<file path="src/mspg_pkg.sv">
// Shared types and constants for the multi-axis step pulse generator.
package mspg_pkg;

	// Channel count and counter width.
	localparam int NUM_CHANNELS = 4;
	localparam int COUNT_BITS   = 24;

	// Fixed widths of the word fields.
	localparam int OPCODE_BITS = 2;
	localparam int INDEX_BITS  = 2;
	localparam int FIELD_BITS  = 24;
	localparam int MASK_BITS   = 4;

	typedef logic [COUNT_BITS-1:0] count_t;
	typedef logic [FIELD_BITS-1:0] field_t;
	typedef logic [MASK_BITS-1:0]  mask_t;

	// Operation codes carried in the opcode field.
	typedef enum logic [OPCODE_BITS-1:0] {
		OP_TICK = 2'd0,
		OP_LOAD = 2'd1,
		OP_STOP = 2'd2,
		OP_NONE = 2'd3
	} opcode_t;

	// Command from the top level to one channel, valid for one cycle.
	typedef struct packed {
		logic   tick;
		logic   load;
		logic   stop;
		count_t steps;
		count_t delay;
		count_t skip;
		logic   dir;
	} chan_cmd_t;

	// Status from one channel: pulse this cycle and next-state levels.
	typedef struct packed {
		logic pulse;
		logic run_d;
		logic dir_d;
	} chan_stat_t;

endpackage

</file>
<file path="src/multi_axis_step_pulse_generator.sv">
// Top level of the multi-axis step pulse generator: input stage, channels, result register.
//
//  Channel | Handshake                  | Fields
//  --------+----------------------------+------------------------------------------------
//  in      | in_valid / in_stall        | opcode, motor_index, step_count, step_delay,
//          |                            | skip_interval, direction
//  out     | out_valid / out_stall      | step_pulses, running_mask, direction_mask
//
// One word is accepted per cycle while in_stall is low. Its result word then passes from the
// input register through the channel update into the result register once the output can advance.
// The channel counters update in the same cycle that the result register loads.
// A stalled output holds the result and back-pressures the input register only.
// Reset (arst_n low) clears every channel to stopped, with all counters at zero.
module multi_axis_step_pulse_generator
	import mspg_pkg::*;
(
	input  logic                   clk,
	input  logic                   arst_n,
	input  logic                   in_valid,
	output logic                   in_stall,
	input  logic [OPCODE_BITS-1:0] opcode,
	input  logic [INDEX_BITS-1:0]  motor_index,
	input  field_t                 step_count,
	input  field_t                 step_delay,
	input  field_t                 skip_interval,
	input  logic                   direction,
	output logic                   out_valid,
	input  logic                   out_stall,
	output mask_t                  step_pulses,
	output mask_t                  running_mask,
	output mask_t                  direction_mask
);

	// Input stage.
	logic                  valid_s1;
	opcode_t               opcode_s1;
	logic [INDEX_BITS-1:0] motor_index_s1;
	field_t                step_count_s1;
	field_t                step_delay_s1;
	field_t                skip_interval_s1;
	logic                  direction_s1;

	logic advance;
	logic fire;
	logic s1_load;

	// Result register.
	logic  out_valid_q;
	mask_t step_pulses_q;
	mask_t running_mask_q;
	mask_t direction_mask_q;

	chan_cmd_t  cmd   [NUM_CHANNELS];
	chan_stat_t stat  [NUM_CHANNELS];
	logic [NUM_CHANNELS-1:0] pulse_vec;
	logic [NUM_CHANNELS-1:0] run_vec;
	logic [NUM_CHANNELS-1:0] dir_vec;
	mask_t pulse_mask;
	mask_t run_mask;
	mask_t dir_mask;

	assign advance  = !out_valid_q || !out_stall;
	assign fire     = valid_s1 && advance;
	assign s1_load  = !valid_s1 || advance;
	assign in_stall = !s1_load;

	// Input register.
	always_ff @(posedge clk or negedge arst_n) begin
		if (!arst_n) begin
			valid_s1 <= 1'b0;
		end else if (s1_load) begin
			valid_s1 <= in_valid;
		end
	end

	always_ff @(posedge clk) begin
		if (s1_load && in_valid) begin
			opcode_s1        <= opcode_t'(opcode);
			motor_index_s1   <= motor_index;
			step_count_s1    <= step_count;
			step_delay_s1    <= step_delay;
			skip_interval_s1 <= skip_interval;
			direction_s1     <= direction;
		end
	end

	// Per-channel command decode and channel instances.
	for (genvar c = 0; c < NUM_CHANNELS; c++) begin : g_chan
		always_comb begin
			cmd[c].tick  = fire && (opcode_s1 == OP_TICK);
			cmd[c].load  = fire && (opcode_s1 == OP_LOAD) && (int'(motor_index_s1) == c);
			cmd[c].stop  = fire && (opcode_s1 == OP_STOP);
			cmd[c].steps = count_t'(step_count_s1);
			cmd[c].delay = count_t'(step_delay_s1);
			cmd[c].skip  = count_t'(skip_interval_s1);
			cmd[c].dir   = direction_s1;
		end

		mspg_channel u_channel (
			.clk    (clk),
			.arst_n (arst_n),
			.cmd    (cmd[c]),
			.stat   (stat[c])
		);

		assign pulse_vec[c] = stat[c].pulse;
		assign run_vec[c]   = stat[c].run_d;
		assign dir_vec[c]   = stat[c].dir_d;
	end

	// Only the low channel bits show in the result masks.
	for (genvar b = 0; b < MASK_BITS; b++) begin : g_mask
		if (b < NUM_CHANNELS) begin : g_used
			assign pulse_mask[b] = pulse_vec[b];
			assign run_mask[b]   = run_vec[b];
			assign dir_mask[b]   = dir_vec[b];
		end else begin : g_unused
			assign pulse_mask[b] = 1'b0;
			assign run_mask[b]   = 1'b0;
			assign dir_mask[b]   = 1'b0;
		end
	end

	// Result register.
	always_ff @(posedge clk or negedge arst_n) begin
		if (!arst_n) begin
			out_valid_q <= 1'b0;
		end else if (advance) begin
			out_valid_q <= valid_s1;
		end
	end

	always_ff @(posedge clk) begin
		if (fire) begin
			step_pulses_q    <= pulse_mask;
			running_mask_q   <= run_mask;
			direction_mask_q <= dir_mask;
		end
	end

	assign out_valid      = out_valid_q;
	assign step_pulses    = step_pulses_q;
	assign running_mask   = running_mask_q;
	assign direction_mask = direction_mask_q;

	// Only a tick word can produce step pulses.
	a_pulse_only_on_tick: assert property (@(posedge clk) disable iff (!arst_n)
		fire && (opcode_s1 != OP_TICK) |=> step_pulses == '0)
		else $error("step pulse on a word that is not a tick");

	// A stop word leaves every channel stopped.
	a_stop_clears_running: assert property (@(posedge clk) disable iff (!arst_n)
		fire && (opcode_s1 == OP_STOP) |=> running_mask == '0)
		else $error("channel still running after a stop word");

	// A channel that steps is still running afterwards.
	a_pulse_implies_running: assert property (@(posedge clk) disable iff (!arst_n)
		fire |=> (step_pulses & ~running_mask) == '0)
		else $error("step pulse on a channel that is not running");

	// A word held in the input stage is neither lost nor altered.
	a_s1_hold: assert property (@(posedge clk) disable iff (!arst_n)
		valid_s1 && !advance |=> valid_s1 && $stable(opcode_s1) && $stable(motor_index_s1))
		else $error("input stage word changed while held");

endmodule

</file>
<file path="src/mspg_channel.sv">
// One stepper channel: step, delay and skip counters with their update logic.
module mspg_channel
	import mspg_pkg::*;
(
	input  logic       clk,
	input  logic       arst_n,
	input  chan_cmd_t  cmd,
	output chan_stat_t stat
);

	count_t steps_left_q;
	count_t delay_ticks_q;
	count_t delay_count_q;
	count_t skip_ticks_q;
	count_t skip_count_q;
	logic   running_q;
	logic   direction_q;

	count_t steps_left_d;
	count_t delay_ticks_d;
	count_t delay_count_d;
	count_t skip_ticks_d;
	count_t skip_count_d;
	logic   running_d;
	logic   direction_d;
	logic   pulse;

	count_t skip_inc;
	count_t delay_inc;
	logic   skip_on;

	assign skip_inc  = skip_count_q + count_t'(1);
	assign delay_inc = delay_count_q + count_t'(1);
	assign skip_on   = (skip_ticks_q > count_t'(1));

	// Next-state logic for a tick, a load or a stop.
	always_comb begin
		steps_left_d  = steps_left_q;
		delay_ticks_d = delay_ticks_q;
		delay_count_d = delay_count_q;
		skip_ticks_d  = skip_ticks_q;
		skip_count_d  = skip_count_q;
		running_d     = running_q;
		direction_d   = direction_q;
		pulse         = 1'b0;
		if (cmd.load) begin
			steps_left_d  = cmd.steps;
			delay_ticks_d = cmd.delay;
			skip_ticks_d  = cmd.skip;
			direction_d   = cmd.dir;
			delay_count_d = '0;
			skip_count_d  = '0;
			running_d     = 1'b1;
		end else if (cmd.stop) begin
			running_d = 1'b0;
		end else if (cmd.tick && running_q) begin
			if (skip_on) begin
				skip_count_d = skip_inc;
			end
			if (skip_on && (skip_inc >= skip_ticks_q)) begin
				// This tick is swallowed by the skip interval.
				skip_count_d = '0;
			end else if (delay_inc >= delay_ticks_q) begin
				delay_count_d = '0;
				if (steps_left_q != '0) begin
					steps_left_d = steps_left_q - count_t'(1);
					pulse        = 1'b1;
				end else begin
					running_d = 1'b0;
				end
			end else begin
				delay_count_d = delay_inc;
			end
		end
	end

	// Channel state registers.
	always_ff @(posedge clk or negedge arst_n) begin
		if (!arst_n) begin
			steps_left_q  <= '0;
			delay_ticks_q <= '0;
			delay_count_q <= '0;
			skip_ticks_q  <= '0;
			skip_count_q  <= '0;
			running_q     <= 1'b0;
			direction_q   <= 1'b0;
		end else begin
			steps_left_q  <= steps_left_d;
			delay_ticks_q <= delay_ticks_d;
			delay_count_q <= delay_count_d;
			skip_ticks_q  <= skip_ticks_d;
			skip_count_q  <= skip_count_d;
			running_q     <= running_d;
			direction_q   <= direction_d;
		end
	end

	assign stat.pulse = pulse;
	assign stat.run_d = running_d;
	assign stat.dir_d = direction_d;

endmodule
</file>
<file path="config.mk">
export PLATFORM = sky130hd
export DESIGN_NAME = multi_axis_step_pulse_generator
export DESIGN_NICKNAME = d
export VERILOG_FILES = /design/src/mspg_pkg.sv /design/src/multi_axis_step_pulse_generator.sv /design/src/mspg_channel.sv
export SDC_FILE = /design/constraint.sdc
export NUM_CORES = 1
export LEC_CHECK = 0
export BUFFER_PORTS_ARGS = -buffer_cell sky130_fd_sc_hd__buf_4
export CAP_MARGIN = 20
export CORE_ASPECT_RATIO = 0.6
export CORE_MARGIN = 1.5
export CORE_UTILIZATION = 33
export CTS_CLUSTER_SIZE = 30
export DETAILED_ROUTE_END_ITERATION = 6
export GPL_TIMING_DRIVEN = 0
export SLEW_MARGIN = 10
export SYNTH_ARGS = -nofsm -noshare
export SYNTH_HDL_FRONTEND = slang
export SYNTH_SLANG_ARGS = --single-unit
</file>
<file path="constraint.sdc">
create_clock -name clk -period 4.75 [get_ports clk]
set_input_delay 0.95 -clock clk [delete_from_list [all_inputs] [get_ports clk]]
set_output_delay 0.95 -clock clk [all_outputs]
set_load 0.05 [all_outputs]
</file>
==> results.yml, run 1 <==
detailed_routing:
  drt_iter0_markers: 2827
  wl_um: 100000
  dr.pass1.iters: 5
  viasPerCell: 5.43
  drc: 0
  ant_nets: 0
  wl_per_cell_um: 20.5
  via_count: 26498
timing:
  rsz0062_at_grt: "true"
  max_freq_mhz: 217
  min_period_over_period_pct: 97.1
  worst_slack_ns: 0.139
  finalSetupViolations: 0
  tightest_slew_ns: 1.02
  maxSlewHeadroom_pct: 32.2
  finalHoldViolCount: 0
  hold-worst-slack_ns: 0.221
  slew_viol_final: 0
  finalClockSkew_ns: 0.0368
  fin_crit_ns: 4.61
critical_path:
  r2r_end: "g_chan[0].u_channel.steps_left_q[10]$_DFFE_PN0P_"
  path_class: "reg -> reg"
  crit_path_start_kind: "register"
  reg2reg_slack_ns: 0.14
  critPathArrivalTime_ns: 5.14
  required_ns: 5.28
  worstSetupEndpointType: "register"
  r2r_start: "g_chan[0].u_channel.delay_count_q[3]$_DFFE_PN0P_"
  cp_max_fo: 10
  r2r_cells: 16
synth:
  ys_seq_area_share_pct: 47.1
  ys_warn_count: 0
  ys_ff_latch: 579
  synth_edf_count: 89
  syn-num-nets: 3684
  synth_area_um2: 31700
  synth_area_per_cell_um2: 9.32
  synth.distinct_cells: 87
  synth_flop_cell: "dfrtp_1"
  synthCells: 3399
  synthArstFlopShare_pct: 84.6
layout:
  stdcell_area_um2: 37000
  drive_above_1_share_pct: 10.9
  area_growth_pct: 16.8
  stdcell_count: 4881
  final_util_pct: 39.2
  multi_input_area_um2: 16000
  ff_latch_area_um2: 14900
  fillers: 9339
  final_nets: 3869
  diodes: 0
floorplan:
  ios: 95
  fp.dieW_um: 403
  start_util_pct: 33.5
  row_count: 87
  core_um2: 94500
  die_area_um2: 98000
  die_h_um: 243
place:
  numPlacedInstances: 4745
  dp_slack_ns: -1.15
  portBuffers: 94
  hpwl_um: 74300
  placed_cell_area_um2: 34100
  place_congestion: 0.895
clocking:
  htreeDepth: 2
  cts_made_buffers: 59
  clkSinkCount: 579
  cts_root_buf: "clkbuf_16"
  clk_pin_slew_ns: 0.07
  cts_max_path_buffers: 3
  clock_latency_ns: 0.66
  cts_tree: "done"
global_routing:
  antenna_found_initial: 3
  grt_max_degree: 106
  grt_use_total_pct: 20.0
  grt_pass1_wl_um: 152000
  overflow: 0
  grt_pass1_vias: 24373
power_and_ir_drop:
  power.leakage_nw: 16.3
  ir_worst_vdd_mv: 0.281
  power_density_nw_per_um2: 383
job:
  drv_cap: 0
run_status:
  outcome: "complete, no violations"
worst_hold_path:
  hp-class: "in -> async"
==> stage by stage <==
step / power [mW] / TNS, ns
after floorplan: 8.23 / 0
after global placement: 9.12 / -1508.40
after detailed placement: 9.24 / -138.85
after CTS: 14.2 / 0
after global routing: 14.9 / -0.520
final: 14.2 / 0
==> report_power, final <==
part           switching [mW]  leakage, nW  internal, mW
sequential              0.703         7.09          5.93
combinational            1.62         8.28          1.05
clock                    2.19        0.953          2.70
==> cells in the mapped netlist, drive strengths merged, types with 19 or more instances <==
cell    count  area share, %
dfrtp     490             39
nand2     472            5.6
o21ai     404            6.4
inv       218            2.6
nor2      205            2.5
ha        204            8.1
nand3     129            2.0
a21oi     127            2.0
xor2      125            3.5
clkbuf    124            1.5
xnor2     108            3.0
edfxtp     89            8.4
nand4      79            1.6
nor3       56           0.88
nor4       55            1.1
and3       48           0.95
a22o       37            1.0
a31oi      37           0.73
o31ai      34           0.82
or3        32           0.65
buf        22           0.33
nor2b      22           0.43
and4       21           0.58
nand2b     21           0.41
a21o       20           0.47
nor3b      20           0.47
and2       19           0.38
==> layout make-up <==
cell class / count / share of cell area [%]
clock buffer: 69 / 4.23
inverter: 218 / 2.21
clock inverter: 43 / 1.11
buffer: 138 / 1.64
multi-input combinational: 2456 / 43.2
timing repair buffer: 132 / 3.02
tap: 1246 / 4.21
sequential: 579 / 40.4
==> timing repair <==
| item | CTS | global route |
|---|---|---|
| pin swaps | 9 | 18 |
| setup endpoints to repair | 263 | 261 |
| hold buffers | 0 | 0 |
| resized for setup | 93 | 88 |
| setup buffers | 17 | 15 |
==> placed cells by master (no fill, tap or decap), types with 95 or more instances in the layout <==
cell type,synthesis,layout
xnor2_1,108,104
nor2_1,203,186
o21ai_0,358,358
nand3_1,129,120
nand2_1,472,470
inv_1,218,218
ha_1,204,198
dfrtp_1,490,482
buf_4,2,131
clkbuf_1,124,95
a21oi_1,127,126
xor2_1,125,121
==> sequential cells by signal (all words and copies together), names as in the netlist, 2 cells and up <==
name and cells:
g_chan.u_channel.delay_count_q 96, g_chan.u_channel.delay_ticks_q 96, g_chan.u_channel.skip_count_q 96, g_chan.u_channel.skip_ticks_q 96, g_chan.u_channel.steps_left_q 96, skip_interval_s1 24
step_count_s1 24, step_delay_s1 24, direction_mask 4, g_chan.u_channel.direction_q 4, g_chan.u_channel.running_q 4, running_mask 4
step_pulses 4, motor_index_s1 2, opcode_s1 2
==> worst max path at each step <==
stage,slack [ns],depth (start not counted),endpoint,start
after floorplan,0.13,18,g_chan[2].u_channel.delay_count_q[22]$_DFFE_PN0P_,g_chan[2].u_channel.delay_count_q[0]$_DFFE_PN0P_
after global placement,-2.88,1,g_chan[1].u_channel.skip_count_q[16]$_DFFE_PN0P_,arst_n
after detailed placement,-1.15,17,g_chan[3].u_channel.delay_count_q[19]$_DFFE_PN0P_,g_chan[3].u_channel.delay_count_q[0]$_DFFE_PN0P_
after CTS,0.002,17,g_chan[3].u_channel.steps_left_q[8]$_DFFE_PN0P_,g_chan[3].u_channel.skip_count_q[0]$_DFFE_PN0P_
after global routing,-0.05,18,g_chan[3].u_channel.delay_count_q[17]$_DFFE_PN0P_,g_chan[3].u_channel.skip_count_q[1]$_DFFE_PN0P_
final,0.14,16,g_chan[0].u_channel.steps_left_q[10]$_DFFE_PN0P_,g_chan[0].u_channel.delay_count_q[3]$_DFFE_PN0P_
==> logic make-up (layout without fill, tap and decap cells) <==
kind of cell	Yosys count	after routing	synth area share, %
AND/OR/NAND/NOR	1250	1250	19.4
AO/OA/AOI/OAI	763	763	14.4
flip-flops	579	579	47.1
buffers and inverters	364	600	4.38
XOR/XNOR	233	233	6.44
adder cells (fa/ha/maj)	204	204	8.05
multiplexers	6	6	0.201
==> worst max-delay path, cell delays in order, from the launching register on <==
cell and delay [ns]:
dfrtp_2 0.43, and4_1 0.28, nand3_2 0.19, nor2_4 0.18, nand3_4 0.15, nor3b_4 0.31, nand3_1 0.16, xnor2_1 0.15
ha_1 0.30, nand4_1 0.19, or4_1 0.60, o211a_4 0.34, nor3_4 0.31, buf_6 0.19, nand2_1 0.11, o311a_1 0.32
a221o_1 0.27
==> layer usage <==
layer | track usage, % | wire (um) | vias to the layer above
met5 | 0 | 0 | -
met4 | 4.31 | 1920 | 0
met3 | 3.69 | 9130 | 107
met2 | 25.8 | 37900 | 998
met1 | 33.3 | 51100 | 12982
li1 | - | - | 12411
Note: power is estimated with default switching activity, not from simulation.
==> run 2, diff against run 1 <==
--- a/config.mk
+++ b/config.mk
@@ -13,6 +13,7 @@
 export CTS_CLUSTER_SIZE = 30
 export DETAILED_ROUTE_END_ITERATION = 6
 export GPL_TIMING_DRIVEN = 0
+export PLACE_DENSITY = 0.47
 export SLEW_MARGIN = 10
 export SYNTH_ARGS = -nofsm -noshare
 export SYNTH_HDL_FRONTEND = slang
==> run 2 against run 1 <==
  * Sequential power barely moved
  * Worst setup slack gained 0.026 ns
  * The flow now finishes with violations (design-rule violations)
  * Combinational power increased by 2%
  * Fmax grew 0.57%
  * Count of clock-buffer cells in the layout increased by 6
  * Global-route usage up 1.5 points
  * Flip-flop and latch count did not move
  * Hold slack got worse by 0.11 ns
  * Wire length grew 6.7%
==> results.yml, run 2 (synthesis gave the netlist of run 1 again) <==
run_status:
  failed_checks: "design-rule violations"
  outcome: "complete, but fails checks"
critical_path:
  path_class: "reg -> reg"
  required_ns: 5.14
  slowest_stage: "dfrtp_2"
  cpPeakStageDelay_ns: 0.44
  cp.buffers_inverters: 2
  crit_path_start_kind: "register"
  cp_max_fo: 10
  critPathTopFamily: "simple AND/OR/NAND/NOR gates"
  worstSetupEndpointType: "register"
  critPathArrivalTime_ns: 4.98
  worstPathCellList: "ha_2, nand3_1, nor2_4, and3_4, nand4_1, nor2_4, nand2_1, xnor2_2, ha_1, nand4_1, nor2_1, o2bb2ai_1, or2_2, o31ai_4, buf_6, clkbuf_4, nand3_1, a31o_2"
place:
  hpwl_um: 78100
  portBuffers: 94
  place_congestion: 0.820
floorplan:
  die_area_um2: 98000
  die_h_um: 243
  core_um2: 94500
  row_count: 87
  fp.dieW_um: 403
  start_util_pct: 33.5
  ios: 95
clocking:
  cts_made_buffers: 60
  cts_tree: "done"
  cts_root_buf: "clkbuf_16"
  clock_latency_ns: 0.67
  ctsHoldBuffers: 0
  clk_pin_slew_ns: 0.06
  cts_max_path_buffers: 3
  clkSinkCount: 579
  htreeDepth: 2
layout:
  layout_common_cells: "dfrtp_1, nand2_1, o21ai_0"
  final_util_pct: 39.3
  final_nets: 3881
  multi_input_area_um2: 16000
  drive_above_1_share_pct: 10.9
  ff_latch_area_um2: 14900
  layout_commonest_cell: "dfrtp_1"
  fillers: 9550
  area_growth_pct: 17.1
  diodes: 0
timing:
  min_period_over_period_pct: 96.5
  hold-worst-slack_ns: 0.114
  maxSlewHeadroom_pct: 22.5
  fin_tns_setup_ns: 0
  fin_crit_ns: 4.58
  tightest_slew_ns: 1.15
  finalHoldViolCount: 0
  finalClockSkew_ns: 0.0291
  slew_viol_final: 0
  max_freq_mhz: 218
  finalSetupViolations: 0
global_routing:
  antenna_found_initial: 5
  grt_max_degree: 104
  grt_use_total_pct: 21.5
  grt_pass1_vias: 23775
  grt_pass1_wl_um: 159000
  overflow: 0
job:
  drv_cap: 0
detailed_routing:
  viasPerCell: 5.30
  wl_um: 107000
  drc: 2
  via_count: 25929
  wl_per_cell_um: 21.8
  dr.pass1.iters: 7
  drt_iter0_markers: 2291
  ant_nets: 0
power_and_ir_drop:
  power_mw: 14.4
  ir_worst_vdd_mv: 0.369
  power.leakage_nw: 16.4
  power_density_nw_per_um2: 388
worst_hold_path:
  hp-class: "in -> async"
-- run 2: routing by layer --
metal / routed length, um / GRT usage [%] / up-vias / share of wire (%)
li1: - / - / 12436 / -
met1: 58900 / 37.0 / 12697 / 55
met2: 39400 / 26.5 / 686 / 37
met3: 6370 / 3.57 / 110 / 6.0
met4: 2110 / 4.59 / 0 / 2.0
met5: 0 / 0 / - / 0
-- run 2: path summary, 6_finish.rpt --
path	from	end	slack, ns	cells after the start
setup reg to reg	g_chan[1].u_channel.skip_count_q[0]$_DFFE_PN0P_	running_mask[1]$_DFFE_PP_	0.17	18
min in group clk	step_count[6]	step_count_s1[6]$_DFFE_PP_	0.46	1
setup / recovery	g_chan[1].u_channel.skip_count_q[0]$_DFFE_PN0P_	running_mask[1]$_DFFE_PP_	0.17	18
hold / removal	arst_n	g_chan[0].u_channel.delay_count_q[21]$_DFFE_PN0P_	0.11	1
hold reg to reg	g_chan[3].u_channel.direction_q$_DFF_PN0_	g_chan[3].u_channel.direction_q$_DFF_PN0_	0.48	2
max in group asynchronous	arst_n	g_chan[1].u_channel.delay_count_q[6]$_DFFE_PN0P_	2.99	4
-- run 2: worst register-to-register path, delay by kind of cell (launching register included) --
family                   cells  cell delay [ns]
AND/OR/NAND/NOR             10             1.89
AO/OA/AOI/OAI                3             0.74
adder cells (fa/ha/maj)      2             0.54
flip-flops                   1             0.44
buffers and inverters        2             0.41
XOR/XNOR                     1             0.31
-- run 2: what timing repair did --
item                                    CTS  global route
endpoints found under the setup margin  279           248
cloned                                    0             0
pin swaps                                 9            20
resized for setup                        95            84
setup buffers                            14            28
-- run 2: power breakdown --
part	switching [mW]	internal (mW)	total, mW
Sequential	0.712	5.93	6.64
Clock	2.20	2.83	5.03
Combinational	1.67	1.05	2.72
Total	4.58	9.81	14.4
-- run 2: cell type report --
class | count | share of cell area [%]
multi-input combinational | 2456 | 43.0
inverter | 218 | 2.20
clock buffer | 75 | 4.22
sequential | 579 | 40.3
tap | 1246 | 4.20
clock inverter | 38 | 1.18
timing repair buffer | 144 | 3.34
buffer | 137 | 1.63
-- run 2: stage by stage --
step	instances	instance area, um2	worst slack [ns]
detailed placement	4747	34200	-1.24
global placement	4739	34000	-3.18
CTS	4870	36700	0.000315
finish	4893	37100	0.166
global route	4893	37100	-0.0247
floorplan	3399	31700	0.129
